--- src/hw/rtl/ctd_pkg.sv ---
package ctd_pkg;

   typedef enum logic [1:0] {
      OP_TICK = 2'd0,
      OP_HOST = 2'd1,
      OP_AUTO = 2'd2
   } op_type;

   typedef enum logic [2:0] {
      REG_BLINK_PERIOD   = 3'd0,
      REG_PERCENT_PERIOD = 3'd1,
      REG_SAMPLE_PERIOD  = 3'd2,
      REG_GUARD          = 3'd3,
      REG_STOP_HOLD      = 3'd4,
      REG_RISE_THRESHOLD = 3'd5
   } reg_index_type;

   localparam int unsigned CSR_ADDR_W = 5;
   localparam int unsigned CSR_DATA_W = 32;

   localparam logic [15:0] BLINK_PERIOD_RESET   = 16'd500;
   localparam logic [15:0] PERCENT_PERIOD_RESET = 16'd2000;
   localparam logic [15:0] SAMPLE_PERIOD_RESET  = 16'd1000;
   localparam logic [15:0] GUARD_RESET          = 16'd5000;
   localparam logic [15:0] STOP_HOLD_RESET      = 16'd10000;
   localparam logic [15:0] RISE_THRESHOLD_RESET = 16'd20;

   localparam logic [7:0] PERCENT_MAX  = 8'd100;
   localparam logic [7:0] PERCENT_NONE = 8'hFF;

   typedef struct packed {
      logic [1:0]  operation;
      logic [31:0] now_ms;
      logic        enable;
      logic [15:0] voltage_mv;
      logic [7:0]  battery_percent;
   } ctd_req_type;

   typedef struct packed {
      logic       charging;
      logic       bolt_bright;
      logic       percent_update;
      logic [6:0] percent_value;
   } ctd_rsp_type;

   typedef struct packed {
      logic [15:0]        blink_period_ms;
      logic [15:0]        percent_period_ms;
      logic [15:0]        sample_period_ms;
      logic [15:0]        guard_ms;
      logic [15:0]        stop_hold_ms;
      logic signed [15:0] rise_threshold_mv;
   } ctd_cfg_type;

   typedef struct packed {
      logic        push;
      logic        clear;
      logic [15:0] voltage_mv;
   } ctd_win_ctl_type;

   typedef struct packed {
      logic        primed;
      logic [15:0] oldest_mv;
   } ctd_win_type;

endpackage

--- src/hw/rtl/ctd_window.sv ---
module ctd_window
   import ctd_pkg::*;
#(
   parameter int unsigned WINDOW_SAMPLES = 8
) (
   input  logic            clock,
   input  logic            reset,
   input  ctd_win_ctl_type ctl,
   output ctd_win_type     status
);

   localparam int unsigned FILL_W = $clog2(WINDOW_SAMPLES + 1);

   logic [15:0]       tap_ff [WINDOW_SAMPLES-1];
   logic [FILL_W-1:0] fill_ff;
   logic [FILL_W-1:0] fill_in;

   always_ff @(posedge clock) begin
      if (ctl.push) begin
         tap_ff[0] <= ctl.voltage_mv;
      end
   end

   for (genvar g = 1; g < WINDOW_SAMPLES - 1; g++) begin : g_tap
      always_ff @(posedge clock) begin
         if (ctl.push) begin
            tap_ff[g] <= tap_ff[g-1];
         end
      end
   end

   always_comb begin
      fill_in = fill_ff;
      if (ctl.clear) begin
         fill_in = '0;
      end else if (ctl.push && fill_ff != FILL_W'(WINDOW_SAMPLES)) begin
         fill_in = fill_ff + FILL_W'(1);
      end
   end

   always_ff @(posedge clock) begin
      if (reset) begin
         fill_ff <= '0;
      end else begin
         fill_ff <= fill_in;
      end
   end

   // A push that finds all but one slot filled completes the window.
   assign status.primed    = fill_ff >= FILL_W'(WINDOW_SAMPLES - 1);
   assign status.oldest_mv = tap_ff[WINDOW_SAMPLES-2];

endmodule

--- src/hw/rtl/ctd_csr.sv ---
module ctd_csr
   import ctd_pkg::*;
(
   input  logic                  clock,
   input  logic                  reset,
   input  logic                  csr_psel,
   input  logic                  csr_penable,
   input  logic                  csr_pwrite,
   input  logic [CSR_ADDR_W-1:0] csr_paddr,
   input  logic [CSR_DATA_W-1:0] csr_pwdata,
   output logic [CSR_DATA_W-1:0] csr_prdata,
   output logic                  csr_pready,
   output ctd_cfg_type           cfg
);

   ctd_cfg_type   cfg_ff;
   ctd_cfg_type   cfg_in;
   reg_index_type index;
   logic          write;

   assign index = reg_index_type'(csr_paddr[CSR_ADDR_W-1:2]);
   assign write = csr_psel && csr_penable && csr_pwrite;

   always_comb begin
      cfg_in = cfg_ff;
      if (write) begin
         case (index)
            REG_BLINK_PERIOD:   cfg_in.blink_period_ms   = csr_pwdata[15:0];
            REG_PERCENT_PERIOD: cfg_in.percent_period_ms = csr_pwdata[15:0];
            REG_SAMPLE_PERIOD:  cfg_in.sample_period_ms  = csr_pwdata[15:0];
            REG_GUARD:          cfg_in.guard_ms          = csr_pwdata[15:0];
            REG_STOP_HOLD:      cfg_in.stop_hold_ms      = csr_pwdata[15:0];
            REG_RISE_THRESHOLD: cfg_in.rise_threshold_mv = signed'(csr_pwdata[15:0]);
            default: ;
         endcase
      end
   end

   always_ff @(posedge clock) begin
      if (reset) begin
         cfg_ff.blink_period_ms   <= BLINK_PERIOD_RESET;
         cfg_ff.percent_period_ms <= PERCENT_PERIOD_RESET;
         cfg_ff.sample_period_ms  <= SAMPLE_PERIOD_RESET;
         cfg_ff.guard_ms          <= GUARD_RESET;
         cfg_ff.stop_hold_ms      <= STOP_HOLD_RESET;
         cfg_ff.rise_threshold_mv <= signed'(RISE_THRESHOLD_RESET);
      end else begin
         cfg_ff <= cfg_in;
      end
   end

   always_comb begin
      case (index)
         REG_BLINK_PERIOD:   csr_prdata = {16'b0, cfg_ff.blink_period_ms};
         REG_PERCENT_PERIOD: csr_prdata = {16'b0, cfg_ff.percent_period_ms};
         REG_SAMPLE_PERIOD:  csr_prdata = {16'b0, cfg_ff.sample_period_ms};
         REG_GUARD:          csr_prdata = {16'b0, cfg_ff.guard_ms};
         REG_STOP_HOLD:      csr_prdata = {16'b0, cfg_ff.stop_hold_ms};
         REG_RISE_THRESHOLD: csr_prdata = {{16{cfg_ff.rise_threshold_mv[15]}},
                                           cfg_ff.rise_threshold_mv};
         default:            csr_prdata = '0;
      endcase
   end

   assign csr_pready = 1'b1;
   assign cfg        = cfg_ff;

endmodule

--- src/hw/rtl/ctd_core.sv ---
module ctd_core
   import ctd_pkg::*;
(
   input  logic            clock,
   input  logic            reset,
   input  logic            go,
   input  ctd_req_type     item,
   input  ctd_cfg_type     cfg,
   input  ctd_win_type     win,
   output ctd_win_ctl_type win_ctl,
   output ctd_rsp_type     result
);

   logic        charging_ff, charging_in;
   logic        bright_ff, bright_in;
   logic        auto_ff, auto_in;
   logic [31:0] last_blink_ff, last_blink_in;
   logic [31:0] last_refresh_ff, last_refresh_in;
   logic [31:0] last_sample_ff, last_sample_in;
   logic [31:0] last_rise_ff, last_rise_in;
   logic [31:0] guard_until_ff, guard_until_in;
   logic [7:0]  shown_ff, shown_in;

   logic [7:0]         pct;
   logic               blink_due;
   logic               refresh_due;
   logic               sample_due;
   logic               stop_due;
   logic               guarded;
   logic signed [16:0] delta;
   logic signed [16:0] threshold;
   logic               rise;
   logic               reported;
   logic               push;
   logic               clear;

   assign pct         = (item.battery_percent > PERCENT_MAX) ? PERCENT_MAX
                                                              : item.battery_percent;
   assign blink_due   = (item.now_ms - last_blink_ff)   >= {16'b0, cfg.blink_period_ms};
   assign refresh_due = (item.now_ms - last_refresh_ff) >= {16'b0, cfg.percent_period_ms};
   assign sample_due  = (item.now_ms - last_sample_ff)  >= {16'b0, cfg.sample_period_ms};
   assign stop_due    = (item.now_ms - last_rise_ff)    >= {16'b0, cfg.stop_hold_ms};
   assign guarded     = item.now_ms < guard_until_ff;
   assign delta       = signed'({1'b0, item.voltage_mv}) - signed'({1'b0, win.oldest_mv});
   assign threshold   = 17'(cfg.rise_threshold_mv);
   assign rise        = win.primed && (delta >= threshold);

   always_comb begin
      charging_in     = charging_ff;
      bright_in       = bright_ff;
      auto_in         = auto_ff;
      last_blink_in   = last_blink_ff;
      last_refresh_in = last_refresh_ff;
      last_sample_in  = last_sample_ff;
      last_rise_in    = last_rise_ff;
      guard_until_in  = guard_until_ff;
      shown_in        = shown_ff;
      reported        = 1'b0;
      push            = 1'b0;
      clear           = 1'b0;
      case (op_type'(item.operation))
         OP_HOST: begin
            if (charging_ff == item.enable) begin
               if (!item.enable) begin
                  guard_until_in = item.now_ms + {16'b0, cfg.guard_ms};
               end
            end else begin
               guard_until_in = item.now_ms + {16'b0, cfg.guard_ms};
               charging_in    = item.enable;
               if (item.enable) begin
                  bright_in     = 1'b0;
                  last_blink_in = item.now_ms;
                  shown_in      = pct;
                  reported      = 1'b1;
               end
            end
         end
         OP_AUTO: begin
            auto_in = item.enable;
            if (!item.enable) begin
               clear = 1'b1;
            end else begin
               last_sample_in = item.now_ms;
               last_rise_in   = item.now_ms;
            end
         end
         OP_TICK: begin
            if (charging_ff) begin
               if (blink_due) begin
                  last_blink_in = item.now_ms;
                  bright_in     = !bright_ff;
               end
               if (refresh_due) begin
                  last_refresh_in = item.now_ms;
                  if (pct != shown_ff) begin
                     shown_in = pct;
                     reported = 1'b1;
                  end
               end
            end
            if (auto_ff && sample_due) begin
               last_sample_in = item.now_ms;
               push           = 1'b1;
               if (!guarded) begin
                  if (rise) begin
                     last_rise_in = item.now_ms;
                     if (!charging_ff) begin
                        charging_in   = 1'b1;
                        bright_in     = 1'b0;
                        last_blink_in = item.now_ms;
                        shown_in      = pct;
                        reported      = 1'b1;
                     end
                  end else if (charging_ff && stop_due) begin
                     charging_in = 1'b0;
                  end
               end
            end
         end
         default: ;
      endcase
   end

   always_ff @(posedge clock) begin
      if (reset) begin
         charging_ff     <= 1'b0;
         bright_ff       <= 1'b0;
         auto_ff         <= 1'b0;
         last_blink_ff   <= '0;
         last_refresh_ff <= '0;
         last_sample_ff  <= '0;
         last_rise_ff    <= '0;
         guard_until_ff  <= '0;
         shown_ff        <= PERCENT_NONE;
      end else if (go) begin
         charging_ff     <= charging_in;
         bright_ff       <= bright_in;
         auto_ff         <= auto_in;
         last_blink_ff   <= last_blink_in;
         last_refresh_ff <= last_refresh_in;
         last_sample_ff  <= last_sample_in;
         last_rise_ff    <= last_rise_in;
         guard_until_ff  <= guard_until_in;
         shown_ff        <= shown_in;
      end
   end

   assign win_ctl.push       = go && push;
   assign win_ctl.clear      = go && clear;
   assign win_ctl.voltage_mv = item.voltage_mv;

   assign result.charging       = charging_in;
   assign result.bolt_bright    = bright_in;
   assign result.percent_update = reported;
   assign result.percent_value  = (shown_in <= PERCENT_MAX) ? shown_in[6:0] : 7'd0;

endmodule

--- src/hw/rtl/charge_trend_detector_unit.sv ---
// A transaction accepted on req goes to the input register, its result to the result
// register and then to rsp. One transaction per cycle while rsp_ready is high; the two
// registers decouple the channels; all state updates happen in one pass between them.
// Reset is synchronous and active high: it clears the pipeline, the indicator
// state and the window fill, and returns the configuration registers to defaults.
module charge_trend_detector_unit
   import ctd_pkg::*;
#(
   parameter int unsigned WINDOW_SAMPLES = 8
) (
   input  logic                  clock,
   input  logic                  reset,
   input  logic                  req_valid,
   output logic                  req_ready,
   input  ctd_req_type           req_payload,
   output logic                  rsp_valid,
   input  logic                  rsp_ready,
   output ctd_rsp_type           rsp_payload,
   input  logic                  csr_psel,
   input  logic                  csr_penable,
   input  logic                  csr_pwrite,
   input  logic [CSR_ADDR_W-1:0] csr_paddr,
   input  logic [CSR_DATA_W-1:0] csr_pwdata,
   output logic [CSR_DATA_W-1:0] csr_prdata,
   output logic                  csr_pready
);

   logic            in_valid_ff, in_valid_in;
   ctd_req_type     in_item_ff;
   logic            rsp_valid_ff, rsp_valid_in;
   ctd_rsp_type     rsp_item_ff;
   logic            advance;
   ctd_cfg_type     cfg;
   ctd_win_ctl_type win_ctl;
   ctd_win_type     win;
   ctd_rsp_type     result;

   assign advance   = in_valid_ff && (!rsp_valid_ff || rsp_ready);
   assign req_ready = !in_valid_ff || advance;

   assign in_valid_in  = (req_valid && req_ready) || (in_valid_ff && !advance);
   assign rsp_valid_in = advance || (rsp_valid_ff && !rsp_ready);

   always_ff @(posedge clock) begin
      if (reset) begin
         in_valid_ff  <= 1'b0;
         rsp_valid_ff <= 1'b0;
      end else begin
         in_valid_ff  <= in_valid_in;
         rsp_valid_ff <= rsp_valid_in;
      end
   end

   always_ff @(posedge clock) begin
      if (req_valid && req_ready) begin
         in_item_ff <= req_payload;
      end
      if (advance) begin
         rsp_item_ff <= result;
      end
   end

   ctd_csr u_csr (
      .clock       (clock),
      .reset       (reset),
      .csr_psel    (csr_psel),
      .csr_penable (csr_penable),
      .csr_pwrite  (csr_pwrite),
      .csr_paddr   (csr_paddr),
      .csr_pwdata  (csr_pwdata),
      .csr_prdata  (csr_prdata),
      .csr_pready  (csr_pready),
      .cfg         (cfg)
   );

   ctd_window #(
      .WINDOW_SAMPLES (WINDOW_SAMPLES)
   ) u_window (
      .clock  (clock),
      .reset  (reset),
      .ctl    (win_ctl),
      .status (win)
   );

   ctd_core u_core (
      .clock   (clock),
      .reset   (reset),
      .go      (advance),
      .item    (in_item_ff),
      .cfg     (cfg),
      .win     (win),
      .win_ctl (win_ctl),
      .result  (result)
   );

   assign rsp_valid   = rsp_valid_ff;
   assign rsp_payload = rsp_item_ff;

endmodule

--- config.mk ---
export PLATFORM = sky130hd
export DESIGN_NAME = charge_trend_detector_unit
export DESIGN_NICKNAME = d
export VERILOG_FILES = /design/src/hw/rtl/ctd_pkg.sv /design/src/hw/rtl/ctd_window.sv /design/src/hw/rtl/ctd_csr.sv /design/src/hw/rtl/ctd_core.sv /design/src/hw/rtl/charge_trend_detector_unit.sv
export SDC_FILE = /design/constraint.sdc
export NUM_CORES = 1
export LEC_CHECK = 0
export ABC_AREA = 1
export BUFFER_PORTS_ARGS = -buffer_cell sky130_fd_sc_hd__buf_2
export CORE_ASPECT_RATIO = 1.4
export CORE_UTILIZATION = 45
export CTS_CLUSTER_DIAMETER = 200
export DETAILED_ROUTE_END_ITERATION = 8
export SETUP_SLACK_MARGIN = 0.05
export SKIP_LAST_GASP = 1
export SLEW_MARGIN = 20
export SYNTH_ARGS = -nofsm -noshare
export SYNTH_HDL_FRONTEND = slang
export SYNTH_SLANG_ARGS = --single-unit
--- constraint.sdc ---
create_clock -name clock -period 9.65 [get_ports clock]
set_input_delay 0.4825 -clock clock [delete_from_list [all_inputs] [get_ports clock]]
set_output_delay 0.4825 -clock clock [all_outputs]
set_load 0.01 [all_outputs]
* Word-level counts from Yosys, hierarchy flattened
Memories as Yosys holds them, arrays and structs flattened.
Cells that the tools add are included.
** Cells by class
- $add $sub $neg :: 7
- Order comparisons :: 9
- Equal/unequal tests :: 17
- Mux-type cells :: 60
- Reductions and logical operators :: 38
** Operators with widths (number)
- two-way mux 32 bit :: 14
- case mux 32 bit (2 select lines) :: 3
- case mux 32 bit (6 select lines) :: 1
- greater-or-equal comparator 32 x 16 -> 1 bit :: 4
- subtractor 32 bit :: 4
- two-way mux 8 bit :: 10
- adder 32 x 16 -> 32 bit :: 1
- less-than comparator 32 bit :: 1
- two-way mux 1 bit :: 28
- greater-or-equal comparator 17 x 16 -> 1 bit :: 1
- subtractor 16 x 16 -> 17 bit :: 1
- case mux 8 bit (2 select lines) :: 1
- AND reduction 2 bit :: 7
- logical AND 1 bit :: 12
- AND reduction 4 bit :: 3
- inequality test 2 bit, second input constant :: 5
- greater-than comparator 8 x 7 -> 1 bit, second input constant :: 1
- <= comparator 8 x 7 -> 1 bit, second input constant :: 1
- inequality test 8 bit :: 1
- == test 3 x 2 -> 1 bit, second input constant :: 2
- == test 3 bit, second input constant :: 2
- case mux 1 bit (2 select lines) :: 3
- AND reduction 6 bit :: 1
- logical NOT 1 bit :: 5
- 14 further kinds :: 19
** Storage, ports and cells
- Register bits after elaboration :: 342
- RAM bits :: 112
- Input bits :: 103
- Logic and storage cells :: 159
- Memories :: 1
** Memories
- u_window.tap_ff :: words 7, bits a word 16, read ports 7, clocked after Yosys merged registers in 0, write ports 7, RTL line ctd_window.sv:14 : logic [15:0] tap_ff [WINDOW_SAMPLES-1];

* Logic depth before layout (Yosys ltp)
Gate-level depths: netlist (run 1).
- Word-level depth :: 12
- Gate-level depth with buffers :: 40
- Depth with buffers taken out :: 40

* Modules after synthesis
Synthesis (run 1) repeated with hierarchy kept, for this count alone.
** Unflattened totals
- Cell total of the unflattened synthesis :: 4557
- Area, all modules :: 32034.5 um^2
** Modules (own cells, without submodules)
- ctd_core :: times used 1, cells each 3560, area an instance 21266.6 um^2, sequential area each 3423.3 um^2
- ctd_csr :: times used 1, cells each 767, area an instance 4996.0 um^2, sequential area each 1921.8 um^2
- ctd_window :: times used 1, cells each 149, area an instance 3608.5 um^2, sequential area each 3443.3 um^2
- charge_trend_detector_unit :: times used 1, cells each 81, area an instance 2163.3 um^2, sequential area each 2112.0 um^2

* Worst setup path after synthesis (run 1)
OpenSTA, ideal clock, no wires.
- Path kind :: reg-to-reg
- From :: reg in_item_ff[25] in the netlist's numbering
- To :: reg u_window.fill_ff[3]
- Arrival :: 8.536 ns
- Required time :: 9.519 ns
- Setup slack :: 0.983 ns
- Stages on the path, launching flop included :: 25
- Period minus slack after synthesis :: 8.667 ns
- Cells stage by stage :: edfxtp_1 -> inv_1 -> ha_1 -> inv_1 -> fa_1 -> nand2_1 -> nand3_2 -> xor2_1 -> ha_1 -> nand2_1 -> o21a_1 -> nand2_1 -> nand2_1 -> nand2_1 -> nand2_1 -> nand2_1 -> nor2_1 -> nand4_1 -> nor2_1 -> nand3_2 -> nand2_1 -> nor2_1 -> nand2_1 -> o21ai_0 -> a21oi_1
** RTL lines
- start: declaration :: RTL line charge_trend_detector_unit.sv:29 : ctd_req_type in_item_ff;
- start signal: assignment :: RTL line charge_trend_detector_unit.sv:56 : in_item_ff <= req_payload;
- end signal: assignment :: RTL line ctd_window.sv:45 : fill_ff <= fill_in;
- end: declaration :: RTL line ctd_window.sv:15 : logic [FILL_W-1:0] fill_ff;

* Worst setup path after layout (run 1)
- From :: reg in_item_ff[8] in the netlist's numbering
- To :: reg u_core.last_rise_ff[11]
** Between the ends
- Longest elaborated chain between the ends :: 5
** RTL lines
- subtractor 16 x 16 -> 17 bit :: RTL line ctd_core.sv:44 : assign delta = signed'({1'b0, item.voltage_mv}) - signed'({1'b0, win.oldest_mv});
- greater-or-equal comparator 17 x 16 -> 1 bit :: RTL line ctd_core.sv:46 : assign rise = win.primed && (delta >= threshold);
- logical AND 1 bit :: RTL line ctd_core.sv:46
- inequality test 2 x 1 -> 1 bit (no line)
- AND reduction 6 bit (no line)
- end signal: assignment :: RTL line ctd_core.sv:142 : last_rise_ff <= last_rise_in;
- end: declaration :: RTL line ctd_core.sv:20 : logic [31:0] last_rise_ff, last_rise_in;
No other way between the ends.
A chain may end at the register's enable or synchronous reset.

==> impl_metrics.env, run 1 <==
export IMPL_status="finished, final reports clean"
export IMPL_cp_num_buf_inv=1
export IMPL_avgRoutedWirePerCell_um=17.9
export IMPL_power_density_mw_per_mm2=154
export IMPL_clock_latency_ns=0.64
export IMPL_port_buffers=128
export IMPL_area_growth_pct=12.5
export IMPL_start_util_pct=45.4
export IMPL_first_iter_violations=1487
export IMPL_relSlewSlack_pct=27.7
export IMPL_cp_slowest_stage_delay_ns=0.79
export IMPL_ys_seq_area_share_pct=37.3
export IMPL_die_h_um=303
export IMPL_rsz0062_at_grt="false"
export IMPL_dp_cells=4798
export IMPL_cp_max_fo=62
export IMPL_required_ns=10.09
export IMPL_netSwitchingFraction_pct=30.3
export IMPL_grt_pass1_vias=24355
export IMPL_skew_ns=0.0545
export IMPL_syn_mean_instance_area_um2=7.51
export IMPL_synth_area_leaders="dfxtp_1, edfxtp_1, ha_1"
export IMPL_synth_edf_count=181
export IMPL_n_fill_cell=6332
export IMPL_synth_cell_types=59
export IMPL_post_cts_buffers=0
export IMPL_final_hold_viol_count=0
export IMPL_report_final_slew_viol_count=0
export IMPL_period_needed_ns=6.60
export IMPL_path_delay_family="compound AO/OA/AOI/OAI gates"
export IMPL_place_ws_ns=3.09
export IMPL_synth_most_common_cell="nand2_1"
export IMPL_synth_area_mm2=0.0292
export IMPL_min_period_over_period_pct=68.4
export IMPL_nets=4433
export IMPL_synth_commonest_cells="nand2_1, inv_1, a21oi_1, o21ai_0, nor2_1"
export IMPL_die_w_um=217
export IMPL_p_sw_mw=1.54
export IMPL_rows=110
export IMPL_grt_overflow=0
export IMPL_max_freq_mhz=152
export IMPL_synth_top_cell_area_share_pct=18.7
export IMPL_whs_ns=0.0263
export IMPL_synthCells=3891
export IMPL_place_area_mm2=0.0307
export IMPL_worst_pin_slew_ns=1.09
export IMPL_cts_root_buffer="clkbuf_16"
export IMPL_cts_hold_buf=43
export IMPL_coreArea_mm2=0.0643
export IMPL_critical_path_class="flop to flop"
export IMPL_r2r_setup_slack_ns=3.05
export IMPL_routed_via_density=5.23
export IMPL_comb_power_share_pct=20.1
export IMPL_layout_drive_gt1_share_pct=8.12
export IMPL_gp_congestion=0.976
export IMPL_setup_viol=0
export IMPL_ys_ff_latch=454
export IMPL_path_common_cell="nand2_1"
export IMPL_slowest_stage="nand2_2"
export IMPL_pwr_share_clk_pct=39.3
export IMPL_synth_warnings=0
export IMPL_setup_slack_ns=3.05
export IMPL_dieArea_mm2=0.0659
export IMPL_grt_usage_pct=26.8
export IMPL_cp_start_kind="flop"
export IMPL_max_vdd_ir_drop_uv=153
export IMPL_io_pins=148
export IMPL_postLayoutCellArea_mm2=0.0329
export IMPL_grt_pass1_wl_mm=135
export IMPL_synthFlopType="dfxtp_1"
export IMPL_grt_antenna_before_repair=1
export IMPL_hold_path_class="input pin to flop"
export IMPL_path_clk_slew_ns=0.06
export IMPL_num_vias=25766
export IMPL_wl_mm=88.5
export IMPL_leakage_nw=14.8
export IMPL_cts_resized=0
export IMPL_power_mw=5.08
export IMPL_yosysTopAreaCell="dfxtp_1"
export IMPL_drc_errors=0
export IMPL_drv_cap=0
export IMPL_htreeDepth=2
export IMPL_grt_max_degree=118
export IMPL_end_kind="flop"
export IMPL_syn_nets=4272
export IMPL_cts_tree="yes"
export IMPL_tns_ns=0
export IMPL_timing_critical_path_arrival_ns=7.04
export IMPL_intPower_mw=3.54
export IMPL_finalNonFillerCells=4931
export IMPL_drt_pass1_iterations=7
export IMPL_cts_made_buffers=48
export IMPL_synthArstFlopShare_pct=0
export IMPL_clockBufferDepth=3
export IMPL_ant_nets=0
export IMPL_hpwlAfterDp_mm=66.8
export IMPL_cts_sinks=454
export IMPL_finalCoreUtilization_pct=51.1
export IMPL_p_seq_share_pct=40.6
-- path summary, 6_finish.rpt --
check                                      startpoint                      end  cells past startpoint
worst max-delay path                    in_item_ff[8]  u_core.last_rise_ff[11]                     32
worst min-delay path                  req_payload[27]           in_item_ff[27]                      1
worst max register to register          in_item_ff[8]  u_core.last_rise_ff[11]                     32
worst min register to register  u_window.tap_ff[5][2]    u_window.tap_ff[6][2]                      0
-- registers in the layout, summed over array words and instances (netlist names) --
signal and count:
u_core.last_rise_ff 32, u_csr.cfg 96, in_valid_ff 1, in_item_ff 59, u_window.fill_ff 4, u_core.charging_ff 1
rsp_valid 1, rsp_payload 10, u_window.tap_ff 112, u_core.guard_until_ff 32, u_core.auto_ff 1, u_core.shown_ff 8
u_core.last_blink_ff 32, u_core.bright_ff 1, u_core.last_sample_ff 32, u_core.last_refresh_ff 32
-- power by group through the flow --
stage / sequential, mW / clock (mW) / combinational [mW]
floorplan: 2.11 / 0 / 0.692
global placement: 2.10 / 0 / 0.987
detailed placement: 2.10 / 0 / 0.994
CTS: 2.06 / 2.04 / 1.01
global route: 2.07 / 2.11 / 1.15
finish: 2.06 / 1.99 / 1.02
-- per-layer routing --
metal	share of wire (%)	track usage, %
met1	41	31.2
met2	50	49.0
met3	4.3	3.01
met4	4.7	12.2
met5	0	0
-- cells in the final DEF (no fill, tap or decap), drive strengths merged, types with 2 or more instances in the layout --
master         n
a211oi         7
a21boi        14
a21o          11
a21oi        431
a221oi         8
a22oi          2
a31oi          6
and2           3
buf          169
bufinv         7
clkbuf        59
clkinv        19
clkinvlp       3
dfxtp        273
dlygate4sd3   43
edfxtp       181
fa             6
ha           272
inv          653
nand2        772
nand3        157
nand3b        14
nand4         59
nor2         306
nor3          47
nor3b          3
nor4           6
o2111ai        4
o211ai        17
o21a          16
o21ai        338
o21bai        19
o221ai        13
o22ai         17
or2            4
xnor2         34
xor2          90
-- kinds of logic after synthesis --
group / after synthesis / share of synthesized area, %
AOI/OAI and AO/OA: 907 / 16.8
xor gates and xnor gates: 124 / 3.72
adders and majority gates: 278 / 12.1
buffers and inverters: 754 / 10.1
DFF: 454 / 37.3
other: 1 / 0.0128
and+or+nand+nor: 1373 / 20.0
-- final cells by class --
class                      instances  area (um^2)  area share (%)
tap                              840         1050            3.20
timing repair buffer             212         1400            4.26
inverter                         653         2450            7.47
clock inverter                    29          404            1.23
antenna                            1         2.50         0.00761
clock buffer                      59         1270            3.88
sequential                       454        10900            33.2
multi-input combinational       2683        15400            46.8
Note: power is estimated with default switching activity, not from simulation.
==> run 2: changes to the inputs <==
Settings changed: ABC_AREA 1 to 0.
Clock period 9.65 ns to 5.7 ns, I/O delays scaled along.
==> run 2 against run 1 <==
  * Clock power rose by 59%
  * Global-route usage rose by 0.11 points
  * Final cell count is 12% lower
  * Clock skew is 0.031 ns lower
  * Worst setup slack got worse by 2.9 ns
  * Sequential power increased by 70%
  * Power is 58% higher
  * Core utilization rose by 2.8 points
  * Synthesized area decreased by 2.3%
  * Cell area is 2.1% higher
  * Critical path type unchanged
  * Critical endpoint is now u_core.last_blink_ff[15]
  * Largest cell class unchanged
  * Highest routed layer unchanged
==> impl_metrics.env, run 2 <==
export IMPL_synthFlopType="dfxtp_1"
export IMPL_reg2reg_to="u_core.last_blink_ff[15]"
export IMPL_cts_made_buffers=48
export IMPL_synth_edf_count=181
export IMPL_max_freq_mhz=180
export IMPL_synth_area_mm2=0.0286
export IMPL_grt_pass1_wl_mm=136
export IMPL_slowest_stage="edfxtp_1"
export IMPL_power_mw=8.04
export IMPL_r2r_setup_slack_ns=0.14
export IMPL_clockBufferDepth=3
export IMPL_synth_mux_area_fraction_pct=5.38
export IMPL_required_ns=6.15
export IMPL_num_antenna_cells=0
export IMPL_die_h_um=300
export IMPL_grt_max_degree=206
export IMPL_wl_mm=90.4
export IMPL_worst_pin_slew_ns=1.22
export IMPL_cts_sinks=454
export IMPL_place_ws_ns=-0.434
export IMPL_avgRoutedWirePerCell_um=20.8
export IMPL_routed_via_density=5.72
export IMPL_relSlewSlack_pct=18.4
export IMPL_synth_top_cell_area_share_pct=19.1
export IMPL_end_kind="flop"
export IMPL_ant_nets=0
export IMPL_setup_slack_ns=0.137
export IMPL_ys_ff_latch=454
export IMPL_port_buffers=128
export IMPL_leakage_nw=13.9
export IMPL_synth_top_family_by_area="compound AO/OA/AOI/OAI gates"
export IMPL_rr_worst_depth=28
export IMPL_yosys_area_share_simple_pct=15.6
export IMPL_grt_pass1_vias=24247
export IMPL_drt_pass1_iterations=8
export IMPL_min_period_over_period_pct=97.6
export IMPL_area_growth_pct=17.6
export IMPL_grt_usage_pct=26.9
export IMPL_start_util_pct=45.8
export IMPL_synthArstFlopShare_pct=0
export IMPL_worstSetupPathDepth=28
export IMPL_max_vdd_ir_drop_uv=230
export IMPL_first_iter_violations=1640
export IMPL_finalCoreUtilization_pct=53.9
export IMPL_layout_commonest_cell="nand2_1"
export IMPL_drc_errors=0
export IMPL_hpwlAfterDp_mm=65.4
export IMPL_cp_slowest_stage_delay_ns=0.40
export IMPL_report_final_slew_viol_count=0
export IMPL_clock_latency_ns=0.61
export IMPL_dieArea_mm2=0.0645
export IMPL_final_hold_viol_count=0
export IMPL_cp_num_buf_inv=6
export IMPL_synth_xor_area_share_pct=3.56
export IMPL_synthCells=3234
export IMPL_period_needed_ns=5.56
export IMPL_syn_mean_instance_area_um2=8.83
export IMPL_skew_ns=0.0232
export IMPL_coreArea_mm2=0.0623
export IMPL_htreeDepth=2
export IMPL_synth_commonest_cells="nand2_1, inv_1, nor2_1, dfxtp_1, ha_1"
export IMPL_layout_drive_gt1_share_pct=12.0
export IMPL_critical_path_class="flop to flop"
export IMPL_gp_congestion=0.930
export IMPL_setup_viol=0
export IMPL_timing_critical_path_to="u_core.last_blink_ff[15]"
export IMPL_cts_tree="yes"
export IMPL_ys_seq_area_share_pct=38.2
export IMPL_top_register="u_window.tap_ff"
export IMPL_power_density_mw_per_mm2=239
export IMPL_die_w_um=215
export IMPL_hold_path_class="input pin to flop"
export IMPL_path_clk_slew_ns=0.07
export IMPL_crit_start="in_item_ff[25]"
export IMPL_rows=108
export IMPL_synth_compound_area_share_pct=18.3
export IMPL_cp_start_kind="flop"
export IMPL_largest_reg_flops=112
export IMPL_path_delay_family="compound AO/OA/AOI/OAI gates"
export IMPL_num_vias=24874
export IMPL_yosysTopAreaCell="dfxtp_1"
export IMPL_synthAdderAreaFrac_pct=12.3
export IMPL_grt_overflow=0
export IMPL_drv_cap=0
export IMPL_nets=3863
export IMPL_reg2reg_from="in_item_ff[25]"
export IMPL_cp_max_fo=5
export IMPL_timing_critical_path_arrival_ns=6.01
export IMPL_synth_most_common_cell="nand2_1"
export IMPL_synth_warnings=0
export IMPL_synth_cell_types=92
export IMPL_cts_root_buffer="clkbuf_16"
export IMPL_status="finished, final reports clean"
export IMPL_syn_nets=3615
export IMPL_rsz0062_at_grt="true"
export IMPL_synth_area_leaders="dfxtp_1, edfxtp_1, ha_1"
export IMPL_final_cell_mix="nand2_1, inv_1, nor2_1"
export IMPL_tns_ns=0
export IMPL_io_pins=148
export IMPL_grt_antenna_before_repair=1
-- run 2: area by class of cell --
| cell class | instances | area (um^2) |
|---|---|---|
| clock buffer | 72 | 1430 |
| clock inverter | 18 | 141 |
| fill | 5761 | 28700 |
| inverter | 319 | 1200 |
| multi-input combinational | 2323 | 16100 |
| sequential | 454 | 10900 |
| tap | 825 | 1030 |
| timing repair buffer | 336 | 2800 |
-- run 2: what timing repair did --
item,4_1_cts,5_1_grt
setup buffers,14,24
setup endpoints to repair,82,217
pin swaps,12,50
hold endpoints to repair,83,0
gates cloned,3,14
hold buffers,68,0
gates resized for setup,23,57
-- run 2: cell families after synthesis --
group	after synthesis
other cells	1
buf+inv	457
compound gates	791
xor+xnor	116
flops	454
fa+ha+maj	278
simple gates	984
mux	153
-- run 2: per-stage QoR --
step           area (um^2)  cells  hold slack (ns)
2_1_floorplan        28600   3234            0.384
3_3_place_gp         30400   4136            0.403
3_5_place_dp         30400   4136            0.405
4_1_cts              32900   4311          0.00268
5_1_grt              33600   4347           0.0169
6_report             33600   4347           0.0326
-- run 2: layer usage --
metal | vias up | GRT usage, % | share of wire, %
met2 | 742 | 47.3 | 48
met3 | 207 | 3.57 | 5.3
met4 | 0 | 13.2 | 5.3
met1 | 11935 | 32.1 | 41
met5 | - | 0 | 0
li1 | 11990 | - | -
-- run 2: where the power goes --
part	internal, mW	leakage [nW]	total (mW)	switching (mW)
sequential	3.42	3.89	3.51	0.0829
clock	1.79	0.775	3.16	1.37
combinational	0.573	9.28	1.37	0.801
-- run 2: how the worst min path moves through the flow --
stage / from / end / cells past startpoint
6_report: csr_pwdata[0] / u_csr.cfg[32] / 3
5_1_grt: csr_pwdata[0] / u_csr.cfg[64] / 3
3_5_place_dp: u_window.tap_ff[5][13] / u_window.tap_ff[6][13] / 0
3_3_place_gp: u_window.tap_ff[4][2] / u_window.tap_ff[5][2] / 0
4_1_cts: csr_pwdata[0] / u_csr.cfg[0] / 3
2_1_floorplan: req_payload[0] / in_item_ff[0] / 0
-- run 2: tightest hold or removal path: stages --
cell     delay [ns]
buf_2          0.17
nand2_1        0.08
a21oi_1        0.05
==> run 3: changes to the inputs <==
Settings changed: CORE_UTILIZATION 45 to 35, PLACE_DENSITY_LB_ADDON set to 0.12.
==> run 3 against run 2 <==
  * Clock skew fell by 0.0014 ns
  * Clock power rose by 13%
  * Via count fell by 0.30%
  * Combinational power rose by 4%
  * First-iteration DRC count fell by 8.2%
  * Non-clock buffer count rose by 19
  * Sequential power barely moved
  * Cell area rose by 2.0%
  * Fmax barely moved
  * Die area rose by 28%
  * Final cell count rose by 6.0%
==> impl_metrics.env, run 3 (same netlist as run 2, synthesis figures left out) <==
export IMPL_status="finished, final reports clean"
export IMPL_leakage_nw=14.1
export IMPL_drt_pass1_iterations=7
export IMPL_grt_overflow=0
export IMPL_period_needed_ns=5.56
export IMPL_whs_ns=0.0364
export IMPL_grt_pass1_vias=24368
export IMPL_cp_max_fo=8
export IMPL_nets=3885
export IMPL_cp_slowest_stage_delay_ns=0.41
export IMPL_timing_critical_path_arrival_ns=6.04
export IMPL_max_freq_mhz=180
export IMPL_grt_max_degree=132
export IMPL_cts_sinks=454
export IMPL_largest_reg_flops=112
export IMPL_reg2reg_from="in_item_ff[25]"
export IMPL_die_h_um=340
export IMPL_power_density_mw_per_mm2=248
export IMPL_power_mw=8.50
export IMPL_tns_ns=0
export IMPL_slowest_stage="edfxtp_1"
export IMPL_drc_errors=0
export IMPL_rsz0062_at_grt="true"
export IMPL_skew_ns=0.0217
export IMPL_area_growth_pct=20.0
export IMPL_path_clk_slew_ns=0.07
export IMPL_min_period_over_period_pct=97.6
export IMPL_dieArea_mm2=0.0827
export IMPL_clockBufferDepth=3
export IMPL_gp_congestion=0.892
export IMPL_ant_nets=0
export IMPL_setup_viol=0
export IMPL_cts_root_buffer="clkbuf_16"
export IMPL_cts_tree="yes"
export IMPL_top_register="u_window.tap_ff"
export IMPL_num_vias=24800
export IMPL_drv_cap=0
export IMPL_final_hold_viol_count=0
export IMPL_rows=123
export IMPL_first_iter_violations=1506
export IMPL_report_final_slew_viol_count=0
export IMPL_relSlewSlack_pct=26.8
export IMPL_max_vdd_ir_drop_uv=245
export IMPL_final_cell_mix="nand2_1, inv_1, nor2_1"
export IMPL_layout_drive_gt1_share_pct=13.1
export IMPL_hold_path_class="input pin to flop"
export IMPL_avgRoutedWirePerCell_um=20.9
export IMPL_worst_pin_slew_ns=1.10
export IMPL_layout_commonest_cell="nand2_1"
export IMPL_routed_via_density=5.38
export IMPL_htreeDepth=2
export IMPL_crit_start="in_item_ff[25]"
export IMPL_grt_antenna_before_repair=0
export IMPL_port_buffers=128
export IMPL_start_util_pct=35.5
export IMPL_critical_path_class="flop to flop"
export IMPL_cp_start_kind="flop"
export IMPL_end_kind="flop"
export IMPL_clock_latency_ns=0.63
export IMPL_die_w_um=243
export IMPL_io_pins=148
export IMPL_hp_start="csr_pwdata[10]"
export IMPL_grt_usage_pct=22.3
export IMPL_wl_mm=96.5
export IMPL_coreArea_mm2=0.0805
export IMPL_required_ns=6.18
export IMPL_num_antenna_cells=0
export IMPL_grt_pass1_wl_mm=143
export IMPL_cts_made_buffers=51
export IMPL_hpwlAfterDp_mm=70.2
## run 3: cell types whose count changed in the layout (fill, tap and decap cells not counted), moves of 4 or more
cell	previous run	this run
clkbuf_1	13	5
bufinv_16	1	10
buf_4	105	129
clkbuf_8	8	1
clkinv_2	9	13
o21ai_1	15	20
o21ai_0	99	93
clkinv_4	0	5
## run 3: power breakdown
group	internal [mW]	total (mW)	leakage (nW)	switching (mW)
sequential	3.42	3.49	3.89	0.0706
clock	2.10	3.58	0.872	1.48
combinational	0.586	1.43	9.36	0.839
total	6.11	8.50	14.1	2.39
## run 3: what timing repair did
action	in CTS	in global routing
setup buffers	15	19
hold buffers	70	0
gates resized for setup	28	72
endpoints found under the setup margin	116	205
cloned	2	11
pin swaps	13	22
endpoints found under the hold margin	102	0
## run 3: final cells by class
class | count | area (um^2)
multi-input combinational | 2323 | 16200
tap | 1062 | 1330
fill | 7909 | 46200
clock buffer | 56 | 1290
timing repair buffer | 355 | 2880
clock inverter | 39 | 483
sequential | 454 | 10900
inverter | 319 | 1200
## run 3: per-stage QoR
stage	instances	instance area [um^2]	utilization [%]	worst slack, ns
finish	4608	34200	42.6	0.139
global route	4608	34200	42.6	-0.176
CTS	4578	33600	41.7	0.0831
detailed placement	4396	30800	38.3	-0.482
global placement	4396	30800	38.3	-0.479
floorplan	3234	28600	-	-0.245
## run 3: routing by layer
metal | vias to the layer above | track usage, % | share of wire (%)
met3 | 175 | 2.40 | 3.9
met1 | 11942 | 26.7 | 42
met2 | 646 | 40.4 | 50
li1 | 12037 | - | -
met4 | 0 | 8.70 | 4.7
met5 | - | 0 | 0
## run 3: worst paths after layout
| path | to | slack [ns] | cells after the start |
|---|---|---|---|
| setup / recovery | u_core.last_blink_ff[1] | 0.14 | 29 |
| hold / removal | u_csr.cfg[90] | 0.04 | 3 |
| setup reg to reg | u_core.last_blink_ff[1] | 0.14 | 29 |
| hold reg to reg | u_window.tap_ff[2][10] | 0.42 | 0 |
## run 3: worst max-delay path, delay by kind of cell (launching register included)
family,cells,cell delay (ns)
flops,1,0.41
simple gates,4,0.54
compound gates,14,2.39
mux,1,0.19
xor+xnor,1,0.15
fa+ha+maj,3,0.83
buf+inv,6,0.86
